<file path="src/rtl/jms_pkg.sv">
// Types, codes and the marker decoder of the JPEG marker segment scanner.
`timescale 1ns / 1ps

package jms_pkg;

    // Scan phases
    localparam logic [2:0] PH_STOPPED = 3'd0;
    localparam logic [2:0] PH_MARK    = 3'd1;
    localparam logic [2:0] PH_LEN_HI  = 3'd2;
    localparam logic [2:0] PH_LEN_LO  = 3'd3;
    localparam logic [2:0] PH_PAYLOAD = 3'd4;

    // Marker indexes
    localparam logic [3:0] MK_SOI  = 4'd0;
    localparam logic [3:0] MK_EOI  = 4'd1;
    localparam logic [3:0] MK_SOF0 = 4'd2;
    localparam logic [3:0] MK_SOS  = 4'd3;
    localparam logic [3:0] MK_DQT  = 4'd4;
    localparam logic [3:0] MK_DRI  = 4'd5;
    localparam logic [3:0] MK_APP0 = 4'd6;
    localparam logic [3:0] MK_RST0 = 4'd7;
    localparam logic [3:0] MK_RST7 = 4'd14;
    localparam logic [3:0] MK_NONE = 4'd15;

    // Result kinds
    localparam logic [1:0] KIND_DONE  = 2'd0;
    localparam logic [1:0] KIND_QUANT = 2'd1;
    localparam logic [1:0] KIND_ERROR = 2'd2;
    localparam logic [1:0] KIND_END   = 2'd3;

    // Error codes
    localparam logic [1:0] ERR_NONE      = 2'd0;
    localparam logic [1:0] ERR_ALIGN     = 2'd1;
    localparam logic [1:0] ERR_UNKNOWN   = 2'd2;
    localparam logic [1:0] ERR_BAD_LEN   = 2'd3;

    localparam logic [7:0] BYTE_FF = 8'hFF;
    localparam logic [7:0] BYTE_00 = 8'h00;
    localparam int         QUANT_ENTRIES = 64;
    localparam int         POS_W = 7;

    typedef struct packed {
        logic [7:0] byte_value;
        logic       frame_start;
        logic       frame_end;
    } in_word_t;

    typedef struct packed {
        logic [1:0]  result_kind;
        logic [3:0]  marker_index;
        logic [1:0]  error_code;
        logic [15:0] image_height;
        logic [15:0] image_width;
        logic [15:0] restart_interval;
        logic        quant_table;
        logic [5:0]  quant_index;
        logic [7:0]  quant_value;
    } out_word_t;

    typedef struct packed {
        logic      produce;
        out_word_t word;
    } scan_result_t;

    typedef struct packed {
        logic       hit;
        logic [3:0] index;
    } marker_hit_t;

    // Decode the byte that follows FF into a marker index.
    function automatic marker_hit_t marker_lookup(input logic [7:0] b);
        marker_hit_t r;
        r.hit   = 1'b1;
        r.index = MK_SOI;
        unique case (b) inside
            [8'hD0:8'hD7]: r.index = MK_RST0 + {1'b0, b[2:0]};
            8'hD8:         r.index = MK_SOI;
            8'hD9:         r.index = MK_EOI;
            8'hC0:         r.index = MK_SOF0;
            8'hDA:         r.index = MK_SOS;
            8'hDB:         r.index = MK_DQT;
            8'hDD:         r.index = MK_DRI;
            8'hE0:         r.index = MK_APP0;
            default:       r.hit   = 1'b0;
        endcase
        return r;
    endfunction

endpackage

</file>
<file path="src/rtl/jms_in_stage.sv">
// Input register of the scanner: holds one word until the scan stage takes it.
`timescale 1ns / 1ps

module jms_in_stage (
    input  logic              aclk,
    input  logic              aresetn,
    input  logic              s_valid,
    output logic              s_ready,
    input  jms_pkg::in_word_t s_word,
    input  logic              advance,
    output logic              word_valid,
    output jms_pkg::in_word_t word
);

    logic              valid_reg;
    logic              valid_next;
    jms_pkg::in_word_t word_reg;

    // Take a new word when empty or when the held word moves on this cycle
    assign s_ready = !valid_reg || advance;

    always_comb begin
        valid_next = valid_reg;
        if (s_valid && s_ready) begin
            valid_next = 1'b1;
        end else if (advance) begin
            valid_next = 1'b0;
        end
    end

    always_ff @(posedge aclk) begin
        if (!aresetn) begin
            valid_reg <= 1'b0;
        end else begin
            valid_reg <= valid_next;
        end
    end

    // Hold the payload; no reset needed
    always_ff @(posedge aclk) begin
        if (s_valid && s_ready) begin
            word_reg <= s_word;
        end
    end

    assign word_valid = valid_reg;
    assign word       = word_reg;

endmodule

</file>
<file path="src/rtl/jms_scan.sv">
// Scan state and the per-byte next-state and result logic.
`timescale 1ns / 1ps

module jms_scan (
    input  logic                  aclk,
    input  logic                  aresetn,
    input  logic                  advance,
    input  jms_pkg::in_word_t     word,
    output jms_pkg::scan_result_t result
);

    logic [2:0]              phase_reg, phase_next;
    logic [3:0]              prev_reg, prev_next;
    logic [3:0]              cur_reg, cur_next;
    logic [15:0]             left_reg, left_next;
    logic [jms_pkg::POS_W-1:0] pos_reg, pos_next;
    logic                    ff_reg, ff_next;
    logic [15:0]             height_reg, height_next;
    logic [15:0]             width_reg, width_next;
    logic [15:0]             interval_reg, interval_next;
    logic                    tsel_reg, tsel_next;

    // Values seen by this byte after a frame start clears the scan
    logic [2:0]              phase_eff;
    logic [3:0]              prev_eff;
    logic [3:0]              cur_eff;
    logic [15:0]             left_eff;
    logic [jms_pkg::POS_W-1:0] pos_eff;
    logic                    ff_eff;
    logic                    tsel_eff;

    logic [7:0]              b;
    logic                    entropy;
    logic [1:0]              err;
    logic                    done;
    logic                    quant;
    logic [5:0]              qidx;
    logic [15:0]             seg_len;
    jms_pkg::marker_hit_t    mk;

    assign b = word.byte_value;

    always_comb begin
        phase_eff = word.frame_start ? jms_pkg::PH_MARK : phase_reg;
        prev_eff  = word.frame_start ? jms_pkg::MK_NONE : prev_reg;
        cur_eff   = word.frame_start ? jms_pkg::MK_SOI : cur_reg;
        left_eff  = word.frame_start ? 16'd0 : left_reg;
        pos_eff   = word.frame_start ? '0 : pos_reg;
        ff_eff    = word.frame_start ? 1'b0 : ff_reg;
        tsel_eff  = word.frame_start ? 1'b0 : tsel_reg;
    end

    assign entropy = (prev_eff == jms_pkg::MK_SOS) ||
                     ((prev_eff >= jms_pkg::MK_RST0) && (prev_eff <= jms_pkg::MK_RST7));
    assign mk      = jms_pkg::marker_lookup(b);
    assign seg_len = {left_eff[15:8], b};

    // Step the scan by one byte
    always_comb begin
        phase_next    = phase_eff;
        prev_next     = prev_eff;
        cur_next      = cur_eff;
        left_next     = left_eff;
        pos_next      = pos_eff;
        ff_next       = ff_eff;
        tsel_next     = tsel_eff;
        height_next   = height_reg;
        width_next    = width_reg;
        interval_next = interval_reg;
        err           = jms_pkg::ERR_NONE;
        done          = 1'b0;
        quant         = 1'b0;
        qidx          = 6'd0;

        unique case (phase_eff)
            jms_pkg::PH_MARK: begin
                if (!ff_eff) begin
                    if (b == jms_pkg::BYTE_FF) begin
                        ff_next = 1'b1;
                    end else if (!entropy) begin
                        err = jms_pkg::ERR_ALIGN;
                    end
                end else begin
                    ff_next = 1'b0;
                    // A stuffed zero inside entropy data is plain data
                    if (!(b == jms_pkg::BYTE_00 && entropy)) begin
                        if (!mk.hit) begin
                            err = jms_pkg::ERR_UNKNOWN;
                        end else begin
                            cur_next = mk.index;
                            if (mk.index >= jms_pkg::MK_SOF0 &&
                                mk.index <= jms_pkg::MK_APP0) begin
                                phase_next = jms_pkg::PH_LEN_HI;
                            end else begin
                                done      = 1'b1;
                                prev_next = mk.index;
                            end
                        end
                    end
                end
            end
            jms_pkg::PH_LEN_HI: begin
                left_next  = {b, 8'h00};
                phase_next = jms_pkg::PH_LEN_LO;
            end
            jms_pkg::PH_LEN_LO: begin
                if (seg_len < 16'd2) begin
                    err = jms_pkg::ERR_BAD_LEN;
                end else begin
                    left_next = seg_len - 16'd2;
                    pos_next  = '0;
                    if (seg_len == 16'd2) begin
                        done       = 1'b1;
                        prev_next  = cur_eff;
                        phase_next = jms_pkg::PH_MARK;
                    end else begin
                        phase_next = jms_pkg::PH_PAYLOAD;
                    end
                end
            end
            jms_pkg::PH_PAYLOAD: begin
                // Pick header fields out of the payload
                if (cur_eff == jms_pkg::MK_SOF0) begin
                    if (pos_eff == 7'd1) height_next[15:8] = b;
                    if (pos_eff == 7'd2) height_next[7:0]  = b;
                    if (pos_eff == 7'd3) width_next[15:8]  = b;
                    if (pos_eff == 7'd4) width_next[7:0]   = b;
                end else if (cur_eff == jms_pkg::MK_DRI) begin
                    if (pos_eff == 7'd0) interval_next[15:8] = b;
                    if (pos_eff == 7'd1) interval_next[7:0]  = b;
                end else if (cur_eff == jms_pkg::MK_DQT) begin
                    if (pos_eff == 7'd0) begin
                        tsel_next = (b[3:0] != 4'd0);
                    end else if (pos_eff <= jms_pkg::POS_W'(jms_pkg::QUANT_ENTRIES)) begin
                        quant = 1'b1;
                        qidx  = 6'(pos_eff - 7'd1);
                    end
                end
                // Saturate the position once past every field of interest
                if (pos_eff != '1) begin
                    pos_next = pos_eff + 7'd1;
                end
                left_next = left_eff - 16'd1;
                if (left_eff == 16'd1) begin
                    done       = 1'b1;
                    prev_next  = cur_eff;
                    phase_next = jms_pkg::PH_MARK;
                end
            end
            default: begin
                // Stopped: drop the byte
            end
        endcase

        result.produce                 = 1'b0;
        result.word.result_kind        = jms_pkg::KIND_DONE;
        result.word.marker_index       = cur_next;
        result.word.error_code         = err;
        result.word.image_height       = height_next;
        result.word.image_width        = width_next;
        result.word.restart_interval   = interval_next;
        result.word.quant_table        = 1'b0;
        result.word.quant_index        = 6'd0;
        result.word.quant_value        = 8'd0;

        // Pick one result: error, then end, then quant entry, then done
        if (err != jms_pkg::ERR_NONE) begin
            phase_next                 = jms_pkg::PH_STOPPED;
            result.produce             = 1'b1;
            result.word.result_kind    = jms_pkg::KIND_ERROR;
            result.word.marker_index   = jms_pkg::MK_SOI;
        end else if (phase_eff != jms_pkg::PH_STOPPED && word.frame_end) begin
            phase_next                 = jms_pkg::PH_STOPPED;
            result.produce             = 1'b1;
            result.word.result_kind    = jms_pkg::KIND_END;
        end else if (quant) begin
            result.produce             = 1'b1;
            result.word.result_kind    = jms_pkg::KIND_QUANT;
            result.word.marker_index   = jms_pkg::MK_DQT;
            result.word.quant_table    = tsel_next;
            result.word.quant_index    = qidx;
            result.word.quant_value    = b;
        end else if (done) begin
            result.produce             = 1'b1;
        end
    end

    // Commit the step when the byte leaves the input register
    always_ff @(posedge aclk) begin
        if (!aresetn) begin
            phase_reg    <= jms_pkg::PH_STOPPED;
            prev_reg     <= jms_pkg::MK_NONE;
            cur_reg      <= jms_pkg::MK_SOI;
            left_reg     <= 16'd0;
            pos_reg      <= '0;
            ff_reg       <= 1'b0;
            height_reg   <= 16'd0;
            width_reg    <= 16'd0;
            interval_reg <= 16'd0;
            tsel_reg     <= 1'b0;
        end else if (advance) begin
            phase_reg    <= phase_next;
            prev_reg     <= prev_next;
            cur_reg      <= cur_next;
            left_reg     <= left_next;
            pos_reg      <= pos_next;
            ff_reg       <= ff_next;
            height_reg   <= height_next;
            width_reg    <= width_next;
            interval_reg <= interval_next;
            tsel_reg     <= tsel_next;
        end
    end

endmodule

</file>
<file path="src/rtl/jms_out_stage.sv">
// Result register of the scanner.
`timescale 1ns / 1ps

module jms_out_stage (
    input  logic                  aclk,
    input  logic                  aresetn,
    input  logic                  load,
    input  jms_pkg::scan_result_t result,
    output logic                  can_take,
    output logic                  m_valid,
    input  logic                  m_ready,
    output jms_pkg::out_word_t    m_word
);

    logic               valid_reg;
    logic               valid_next;
    jms_pkg::out_word_t word_reg;

    // Free when empty or when the held word is taken this cycle
    assign can_take = !valid_reg || m_ready;

    always_comb begin
        valid_next = valid_reg;
        if (load) begin
            valid_next = result.produce;
        end else if (m_ready) begin
            valid_next = 1'b0;
        end
    end

    always_ff @(posedge aclk) begin
        if (!aresetn) begin
            valid_reg <= 1'b0;
        end else begin
            valid_reg <= valid_next;
        end
    end

    always_ff @(posedge aclk) begin
        if (load && result.produce) begin
            word_reg <= result.word;
        end
    end

    assign m_valid = valid_reg;
    assign m_word  = word_reg;

endmodule

</file>
<file path="src/rtl/jpeg_marker_segment_scanner.sv">
// Top level of the JPEG marker segment scanner.
//
//  channel | ports                      | word type
//  input   | s_valid, s_ready, s_word   | jms_pkg::in_word_t  (one frame byte)
//  result  | m_valid, m_ready, m_word   | jms_pkg::out_word_t (zero or one per byte)
//
// One byte per clock while the result register is not stalled; a result reaches m_word
// through the input register, then scan logic into the result register.
// Reset (aresetn low, synchronous) empties both registers and stops the scan
// until a byte flagged frame_start arrives.
// A stalled result register holds the byte in the input register, and s_ready drops
// only while both registers are full and m_ready is low.
`timescale 1ns / 1ps

module jpeg_marker_segment_scanner (
    input  logic               aclk,
    input  logic               aresetn,
    input  logic               s_valid,
    output logic               s_ready,
    input  jms_pkg::in_word_t  s_word,
    output logic               m_valid,
    input  logic               m_ready,
    output jms_pkg::out_word_t m_word
);

    logic                  word_valid;
    jms_pkg::in_word_t     word;
    logic                  can_take;
    logic                  advance;
    jms_pkg::scan_result_t result;

    // Advance the held byte when the result register can take its outcome
    assign advance = word_valid && can_take;

    jms_in_stage u_in (
        .aclk       (aclk),
        .aresetn    (aresetn),
        .s_valid    (s_valid),
        .s_ready    (s_ready),
        .s_word     (s_word),
        .advance    (advance),
        .word_valid (word_valid),
        .word       (word)
    );

    jms_scan u_scan (
        .aclk    (aclk),
        .aresetn (aresetn),
        .advance (advance),
        .word    (word),
        .result  (result)
    );

    jms_out_stage u_out (
        .aclk     (aclk),
        .aresetn  (aresetn),
        .load     (advance),
        .result   (result),
        .can_take (can_take),
        .m_valid  (m_valid),
        .m_ready  (m_ready),
        .m_word   (m_word)
    );

endmodule

</file>
<file path="config.mk">
export PLATFORM = sky130hd
export DESIGN_NAME = jpeg_marker_segment_scanner
export DESIGN_NICKNAME = d
export VERILOG_FILES = /design/src/rtl/jms_pkg.sv /design/src/rtl/jms_in_stage.sv /design/src/rtl/jms_scan.sv /design/src/rtl/jms_out_stage.sv /design/src/rtl/jpeg_marker_segment_scanner.sv
export SDC_FILE = /design/constraint.sdc
export NUM_CORES = 1
export LEC_CHECK = 0
export BUFFER_PORTS_ARGS = -buffer_cell sky130_fd_sc_hd__buf_2
export CAP_MARGIN = 25
export CORE_ASPECT_RATIO = 0.8
export CORE_UTILIZATION = 40
export CTS_CLUSTER_SIZE = 20
export DETAILED_ROUTE_END_ITERATION = 8
export GPL_ROUTABILITY_DRIVEN = 0
export RECOVER_POWER = 25
export SLEW_MARGIN = 20
export SYNTH_ARGS = -nofsm -noshare
export SYNTH_HDL_FRONTEND = slang
export SYNTH_SLANG_ARGS = --single-unit
</file>
<file path="constraint.sdc">
create_clock -name aclk -period 6.25 [get_ports aclk]
set_clock_uncertainty 0.1 [all_clocks]
set_input_delay 0.9375 -clock aclk [delete_from_list [all_inputs] [get_ports aclk]]
set_output_delay 0.9375 -clock aclk [all_outputs]
set_load 0.03 [all_outputs]
</file>
Word-level counts from Yosys, hierarchy flattened

Index checks and enable logic that the tools add are counted.

Add/subtract/negate cells: 5
Shifts and indexed selects: 0
Bitwise operators: 4
Magnitude comparators: 8
$mul: 0
Multiplexer cells: 88
Reduce and logical (&&, ||, !) cells: 24
Equal/unequal tests: 23
Divide/modulo/power cells: 0

Operator list:

| cell                    | number |
|---|---|
| $mux W16                | 9 |
| $eq A8 B8 Y1 const B    | 8 |
| $mux W4                 | 14 |
| $mux W8                 | 6 |
| $pmux W16 S3            | 1 |
| $mux W3                 | 11 |
| $mux W1                 | 31 |
| $mux W7                 | 4 |
| $pmux W4 S7             | 1 |
| $eq A16 B1 Y1 const B   | 1 |
| $eq A16 B2 Y1 const B   | 1 |
| $lt A16 B2 Y1 const B   | 1 |
| $sub A16 B1 Y16 const B | 1 |
| $sub A16 B2 Y16 const B | 1 |
| $eq A7 B2 Y1 const B    | 2 |
| $pmux W7 S2             | 1 |
| $pmux W3 S4             | 1 |
| $pmux W4 S3             | 1 |
| $mux W2                 | 5 |
| $reduce_or A9 Y1        | 1 |
| $eq A4 B2 Y1 const B    | 2 |
| $eq A4 B3 Y1 const B    | 2 |
| $ge A8 B8 Y1 const B    | 1 |
| $le A8 B8 Y1 const B    | 1 |
| other kinds (29)        | 45 |

Bits in latches: 0
Register bits after elaboration: 167
Memory bits (read-only): 0
Memories kept: 0
Output and inout port bits: 73
Memory bits (writable): 0

Depth between registers and ports, before layout

Depth after elaboration: 15
Depth in mapped cells: 14
Depth with buffers taken out: 9

Modules after synthesis

A second synthesis with hierarchy kept.

Cells, all modules: 917
Area, all modules: 8,729.6 µm²

Modules (own cells, without submodules):

| module                      | times used | cells each | area an instance (µm²) |
|---|---|---|---|
| jms_scan                    | 1          | 825        | 6,182.2 |
| jms_out_stage               | 1          | 76         | 2,183.3 |
| jms_in_stage                | 1          | 15         | 357.8 |
| jpeg_marker_segment_scanner | 1          | 1          | 6.3 |

Worst setup path before layout

OpenSTA, ideal clock, no wires.

Path kind: reg2reg
Start point: register u_in.word_reg (netlist bit u_in.word[1])
End point: register u_out.word_reg (netlist bit u_out.m_word[0]) (enable)
Data required time: 5,650 ps
Path slack: -16 ps
Setup time: 500 ps
Data arrival time: 5,666 ps
Buffers on the path: 4
Cell stages (with the launch flop): 14
Cells stage by stage: edfxtp_1 > buf_2 > buf_2 > buf_2 > nor2b_1 > inv_1 > ha_1 > clkbuf_1 > nor2b_1 > a221o_1 > a21oi_1 > o21bai_1 > nor4_2 > nor2_1

Longest elaborated chain between the ends: 13
Elaborated cells on any way between the ends: 49
Those cells by class: order compare (4); eq/ne (9); mux (28); reduce/logical (8)

Ends and longest elaborated chain:

| item                                                                  | line                | source |
|---|---|---|
| from (decl)                                                           | jms_in_stage.sv:17  | `jms_pkg::in_word_t word_reg;` |
| from (signal assigned)                                                | jms_in_stage.sv:42  | `word_reg <= s_word;` |
| parallel branches: the longest is 11 deep, another holds $le A7 B7 Y1 | n/a                 |  |
| $mux W7 *                                                             | jms_scan.sv:167     | `if (err != jms_pkg::ERR_NONE) begin` |
| $logic_and A1 B1 Y1 *                                                 | jms_out_stage.sv:40 | `if (load && result.produce) begin` |
| to (signal assigned)                                                  | jms_out_stage.sv:41 | `word_reg <= result.word;` |
| to (decl)                                                             | jms_out_stage.sv:17 | `jms_pkg::out_word_t word_reg;` |

Mark *: on every way between the ends.
A chain may end at the register's enable or synchronous reset.

==> metrics.cfg <==
[clock_tree]
cts_hold_buf = 0
h-tree-depth = 4
cts_setup_buffers = 0
cts_tree = done
cts_buffers = 17
cts-resized-gates = 0
clkLatencyLatePin_ns = 0.43
clockBufferDepth = 2
clkTransAtPathRegs_ns = 0.07
cts.sinks = 167
cts-root-buf = clkbuf_16

[sta]
rsz0062_at_grt = no
fin_ws_ns = 1.53
final.min_clock_period_ns = 4.72
tightestPinTransition_ns = 3.89
slew_viol_final = 77
holdWs_ns = 0.355
final_hold_viol_count = 0
fin_crit_sh_pct = 75.6
maxSlewHeadroom_pct = -160
setup_violations = 0
finalSetupTns_ns = 0
fmax_mhz = 212

[worst_setup_path]
rr_worst_depth = 10
crit_path_end_kind = flip-flop
path_max_fanout = 76
r2r_slack_ns = 1.89
worst-path-buf-inv = 3
start_kind = primary input
cp.arrival_ns = 4.95
r2r-start = u_in.word[3]
cpMaxStageDelayCell = clkbuf_1
max_stage_delay_ns = 2.71
path_cells = buf_2 > clkinv_2 > clkbuf_1 > nor2_1 > a32o_1
r2r_end = u_out.m_word[20]
path_class = primary input to flip-flop
required_ns = 6.47
cp_top_family = buffers and inverters

[power]
powerDensity_nw_per_um2 = 250
peakVddDrop_mv = 0.166
leakage_uw = 0.00343

[cells_and_area]
fillers = 2014
largest_reg_flops = 71
final_cell_mix = 110 x nor2_1, 86 x dfxtp_1, 81 x edfxtp_1
final_common_cell = nor2_1
drive_gt1_share_pct = 15.2
n_antenna_cell = 0
syn_to_final_growth_pct = 12.1
fin_nets = 989

[grt]
overflow = 0
grt_max_degree = 77
grt_usage_pct = 21.9
grt_pass1_vias = 6683
antenna_found_initial = 0
grt_pass1_wl_um = 38200

[detailed_routing]
drt_first_pass_iters = 6
drc = 0
viasPerCell = 5.80
via_count = 7220
drt-total-wl_um = 24100
drtAntennaViolNets = 0
wl_per_cell_um = 19.4
drt_iter0_drc = 873

[synth]
synthXorXnorAreaFrac_pct = 1.30
synth_top_family_by_area = simple AND/OR/NAND/NOR gates
synthAdderAreaFrac_pct = 1.86
muxShareOfSynthArea_pct = 6.26
synthSimpleGateAreaFrac_pct = 19.6
synth_edf_count = 81
synth-compound-area-share_pct = 18.8
async_flop_share_pct = 0
synth_top_area_cell = edfxtp_1
yosysUniqueCellTypes = 91
yosys_warnings = 0
syn_nets = 941
netlist_top_cells_area = edfxtp_1 28%, dfxtp_1 20%, nor2_1 4.8%
synthesis.area_um2 = 8730
syn_avg_cell_area_um2 = 9.56
synth_top_area_share_pct = 27.9
ys.flop_type = dfxtp_1
ys_ff_latch = 167
synth_cells = 914
synth_seq_area_share_pct = 47.6

[hold_path]
holdPathEnd = u_scan.interval_reg[13]
whs_path_depth = 2
worst_hold_startpoint = u_scan.interval_reg[13]
hold_class = flip-flop to flip-flop

[place]
post-dp-hpwl_um = 16100
place_ws_ns = 1.92
io_buffers = 86

[floorplanning]
fp-row-count = 47
die-area_um2 = 22400
core_um2 = 21100
start_util_pct = 41.5
fp.dieW_um = 167
ios = 87
die_h_um = 134

[run]
maxCapViolations = 1

[status]
violations = max-capacitance violations, max-slew violations
status = finished, violations left

-- stage by stage --
step                      power, µW  util, %  instance area [µm²]  instances
after CTS                      2460     46.9                 9860       1243
after floorplan                1370        -                 8740        914
after global routing           2530     46.5                 9790       1244
final                          2450     46.5                 9790       1244
after detailed placement       1440     44.1                 9280       1211
after global placement         1430     44.0                 9250       1210
-- synth_stat cells (13+ instances only) --
cell type,instances
nor2_1,111
dfxtp_1,86
edfxtp_1,81
nand2_1,79
a21oi_1,76
o21ai_0,47
clkbuf_1,39
mux2_2,36
nor3_1,28
buf_2,20
inv_1,19
nor2b_1,14
ha_1,13
mux2i_1,13
-- power breakdown --
group          internal (µW)  total, µW  switching, µW
Sequential              1180       1210           29.6
Clock                    533       1030            501
Combinational           54.3        206            151
Total                   1760       2450            682
-- cell type report --
type | instances | area [µm²] | area share (%)
multi-input cells | 658 | 4180 | 42.7
flip-flops and latches | 167 | 4150 | 42.4
repair buffers | 98 | 457 | 4.67
clock buffers | 17 | 425 | 4.35
well taps | 269 | 337 | 3.44
clock inverters | 15 | 156 | 1.60
inverters | 20 | 76.3 | 0.780
-- how the worst max path moves through the flow --
stage,startpoint,endpoint,cells past startpoint
2_1_floorplan,u_in.word[1],u_out.m_word[0],13
4_1_cts,u_in.word[3],u_out.m_word[16],10
5_1_grt,aresetn,u_scan.left_reg[13],5
3_5_place_dp,u_in.word[3],u_out.m_word[19],10
6_report,aresetn,u_scan.left_reg[13],5
3_3_place_gp,u_in.word[3],u_out.m_word[19],9
-- cell families after synthesis --
group                      Yosys count
AOI/OAI and AO/OA                  248
xor gates and xnor gates            13
adders and majority gates           13
buffers and inverters               89
DFF                                167
muxes                               50
and+or+nand+nor                    334
-- per-layer routing --
metal	wire [µm]	GRT usage, %	vias up
met4	505	7.95	0
li1	-	-	3444
met1	11400	32.2	3400
met5	0	0	-
met3	2130	5.52	40
met2	10100	30.9	336
-- tightest hold or removal path, stage by stage (launching register included) --
cell and delay, ns:
dfxtp_1 0.31, nand2_1 0.05, a21oi_1 0.05
Power figures use the tool's default switching activity.
